## src/rtl/core/matrix_multiply_core_defines.svh

```systemverilog
// Assertion macros for the matrix multiply core.
// Defining NO_ASSERTIONS leaves every macro empty.
`ifndef MATRIX_MULTIPLY_CORE_DEFINES_SVH
`define MATRIX_MULTIPLY_CORE_DEFINES_SVH

`ifndef NO_ASSERTIONS

// Same-cycle implication.
`define MMC_ASSERT_NOW(lbl, clk, rst_n, ante, cons, msg) \
    lbl: assert property (@(posedge clk) disable iff (!rst_n) (ante) |-> (cons)) \
        else $error(msg);

// Next-cycle implication.
`define MMC_ASSERT_NEXT(lbl, clk, rst_n, ante, cons, msg) \
    lbl: assert property (@(posedge clk) disable iff (!rst_n) (ante) |=> (cons)) \
        else $error(msg);

`else

`define MMC_ASSERT_NOW(lbl, clk, rst_n, ante, cons, msg)
`define MMC_ASSERT_NEXT(lbl, clk, rst_n, ante, cons, msg)

`endif

`endif

```

## src/rtl/core/mmc_ram.sv

```systemverilog
// Generic single-write, single-read RAM with registered read data.
// No dependencies.
module mmc_ram #(
    parameter int WIDTH = 32,
    parameter int DEPTH = 64
) (
    input  logic                     i_clk,
    input  logic                     i_we,
    input  logic [$clog2(DEPTH)-1:0] i_waddr,
    input  logic [WIDTH-1:0]         i_wdata,
    input  logic [$clog2(DEPTH)-1:0] i_raddr,
    output logic [WIDTH-1:0]         o_rdata
);

    logic [WIDTH-1:0] r_mem [DEPTH];
    logic [WIDTH-1:0] r_rdata;

    always_ff @(posedge i_clk) begin
        if (i_we) begin
            r_mem[i_waddr] <= i_wdata;
        end
        r_rdata <= r_mem[i_raddr];
    end

    assign o_rdata = r_rdata;

endmodule
```

## config.mk

```make
export PLATFORM = sky130hd
export DESIGN_NAME = mmc_ram
export DESIGN_NICKNAME = d
export VERILOG_FILES = /design/src/rtl/core/matrix_multiply_core_defines.svh /design/src/rtl/core/mmc_ram.sv
export SDC_FILE = /design/constraint.sdc
export NUM_CORES = 2
export LEC_CHECK = 0
export BUFFER_PORTS_ARGS = -buffer_cell sky130_fd_sc_hd__buf_2
export CAP_MARGIN = 20
export CORE_MARGIN = 10
export CORE_UTILIZATION = 50
export DETAILED_ROUTE_END_ITERATION = 6
export PLACE_DENSITY = 0.65
export SLEW_MARGIN = 20
export SYNTH_ARGS = -nofsm -noshare
export SYNTH_HDL_FRONTEND = slang
export SYNTH_SLANG_ARGS = --single-unit
```

## constraint.sdc

```tcl
create_clock -name i_clk -period 5.1 [get_ports i_clk]
set_clock_uncertainty 0.05 [all_clocks]
set_input_delay 1.02 -clock i_clk [delete_from_list [all_inputs] [get_ports i_clk]]
set_output_delay 1.02 -clock i_clk [all_outputs]
set_load 0.005 [all_outputs]
```

==> flow_summary.ini <==
[outcome]
status = finished clean

[logic_synthesis]
yosysSeqAreaShare = 0.791
yosys_warnings = 0
syn-mean-instance-area_um2 = 23.6
synth_fp_nets = 3370
synth_area_um2 = 78500
synth-seq-cells = 2080
synth_cell_types = 34
synthCells = 3324

[timing]
fin_crit_ns = 3.44
rsz0062_at_grt = no
hold_viol_final = 0
setup_ws_ns = 1.66
setup_viol = 0
finalSetupTns_ns = 0
slew_viol_final = 0
slew_headroom = 0.269
fmax_mhz = 291
worst_pin_slew_ns = 1.09
fin_hold_ws_ns = 0.695
fin_crit_sh = 0.674

[setup_path]
worstPathArrival_ns = 4.07
cp.required_ns = 5.73
r2r_cells = 4
cp_top_family = multiplexers
crit_path_top_delay_cell = o22ai_1
reg2reg_from = r_mem[57][7]
slowest_delay_ns = 0.76
worst-path-buf-inv = 3
worstSetupEndpointType = flip-flop
timing.rr.end = o_rdata[7]
worstPathMaxFanout = 38
cp-start-kind = input pin
path_cells = buf_8 > buf_12 > buf_4 > mux4_2 > mux4_2 > o22ai_1 > nor2_1
critical_path_class = input pin to flip-flop
r2r_slack_ns = 2.64
cp_common_cell = mux4_2

[placed_design]
pre_cts_ws_ns = 0.769
placement.io_buffers = 77
gp_congestion = 0.774
dpl.hpwl_um = 110000

[power]
p_leak_nw = 27.9
powerDensity_nw_per_um2 = 399
seqPwrFrac = 0.534
pwr-share-comb = 0.048
peakVddDrop_mv = 0.417
p_sw_mw = 7.39
p_int_mw = 28.3
clkPwrFrac = 0.419
swShare = 0.207

[global_routing]
grt_pass1_wl_um = 284000
first_global_vias = 37532
antenna_found_initial = 20
overflow = 0
grt_usage = 0.229
grt_max_degree = 65

[clock_network]
clock-sinks = 2080
post_cts_buffers = 0
htree_num_levels = 4
clk_latency_ns = 0.83
cts_hold_buf = 0
cts_buffers = 202
clk_pin_slew_ns = 0.07
cts.repair.resized = 0
cts.path.max_buffers = 3
cts_tree = built
root_buffer = clkbuf_16

[routing]
wl_per_cell_um = 34.1
drc = 0
wirelength_um = 199000
antenna_left = 0
vias_per_cell = 6.35
via_count = 37048
dr.pass1.iters = 6
dr.first_iter.drc_count = 4705

[min_path]
hp-class = flip-flop to flip-flop
hold_depth = 4
hp-start = r_mem[13][20]
whs_endpoint = o_rdata[20]

[floorplanning]
dieWidth_um = 416
fp.dieH_um = 416
initial_utilization = 0.503
core_um2 = 156000
num_rows = 145
die-area_um2 = 173000
ios = 78

[finish]
utilization = 0.572
final_common_cell = edfxtp_1
finalNetCount = 3642
mostFrequentLayoutCells = 2,048 x edfxtp_1, 544 x mux4_2, 210 x clkbuf_16
syn_to_final_growth_pct = 13.9
drive_above_1_share = 0.306

[flow_run]
cap_violations = 0
## worst max-delay path by stage
stage / slack [ns] / end / cells after the start / startpoint
after floorplan: 0.87 / r_mem[48][0] / 4 / i_waddr[3]
after global placement: 0.80 / o_rdata[7] / 7 / i_raddr[0]
after detailed placement: 0.77 / o_rdata[7] / 7 / i_raddr[0]
after CTS: 1.65 / o_rdata[7] / 7 / i_raddr[0]
after global routing: 1.50 / o_rdata[30] / 6 / i_raddr[0]
final: 1.66 / o_rdata[7] / 7 / i_raddr[0]
## tightest hold or removal path: stages (launching register included)
cell      delay (ns)
edfxtp_1        0.32
mux2i_1         0.06
nand2_1         0.06
a311oi_1        0.09
nor3_1          0.17
## metal layers
| layer | global-route usage | part of all wire |
|---|---|---|
| met1 | 0.317 | 0.39 |
| met4 | 0.0599 | 0.026 |
| met2 | 0.378 | 0.50 |
| met3 | 0.0409 | 0.083 |
| met5 | 0 | 0.000055 |
## metrics by stage
step / area (um^2) / std cells / power, mW
floorplan: 78500 / 3324 / 20.2
global placement: 82700 / 5450 / 21.1
detailed placement: 82700 / 5450 / 21.1
CTS: 89300 / 5826 / 35.9
global route: 89400 / 5832 / 36.7
finish: 89400 / 5836 / 35.7
## power groups by stage
| stage | clock network [mW] | registers (mW) | logic (mW) |
|---|---|---|---|
| floorplan | 0 | 19.3 | 0.920 |
| global placement | 0 | 19.4 | 1.70 |
| detailed placement | 0 | 19.4 | 1.72 |
| CTS | 15.1 | 19.0 | 1.72 |
| global route | 15.8 | 19.0 | 1.82 |
| finish | 14.9 | 19.0 | 1.71 |
## Yosys cell counts
master,count,share of area
nor2b_1,15,0.0012
a31oi_1,1,0.000080
edfxtp_1,2048,0.78
nand4_1,2,0.00016
or3_1,3,0.00024
nand4b_1,1,0.00011
buf_4,25,0.0024
and3_1,4,0.00032
or2_2,1,0.000080
o22ai_1,84,0.0067
or3b_2,3,0.00033
or3b_1,2,0.00022
a21oi_1,62,0.0040
nor2_1,137,0.0065
nand3_1,5,0.00032
a311oi_1,8,0.00089
clkbuf_1,74,0.0035
a22oi_1,12,0.0011
a41o_1,4,0.00051
mux2i_1,93,0.012
nand3b_1,5,0.00048
buf_2,57,0.0036
dfxtp_1,32,0.0082
nand2_1,26,0.0012
o32ai_1,4,0.00045
nand2b_1,8,0.00064
o221ai_1,27,0.0030
or2_0,1,0.000080
nor3_1,7,0.00045
or2_1,1,0.000080
buf_6,5,0.00072
and2_1,2,0.00016
mux4_2,544,0.16
buf_1,21,0.0010
## kinds of logic (layout without fill, tap and decap cells)
family / after synthesis / count (layout) / share of synthesized area
and+or+nand+nor: 223 / 223 / 0.0127
muxes: 637 / 637 / 0.168
DFF: 2080 / 2080 / 0.791
other: 0 / 10 / 0
AOI/OAI and AO/OA: 202 / 202 / 0.0167
buffers and inverters: 182 / 626 / 0.0113
## area by class of cell
class / count / area (um^2)
Tap cell: 2058 / 2570
Multi-Input combinational cell: 1062 / 16000
Clock buffer: 262 / 5530
Fill cell: 11119 / 66800
Clock inverter: 114 / 1110
Sequential cell: 2080 / 62100
Antenna cell: 10 / 25.0
Timing Repair Buffer: 250 / 2040
## flip-flops by register name (all words and copies together) (netlist names)
name and cells:
r_mem 2048, o_rdata 32
Note: power is estimated with default switching activity, not from simulation.
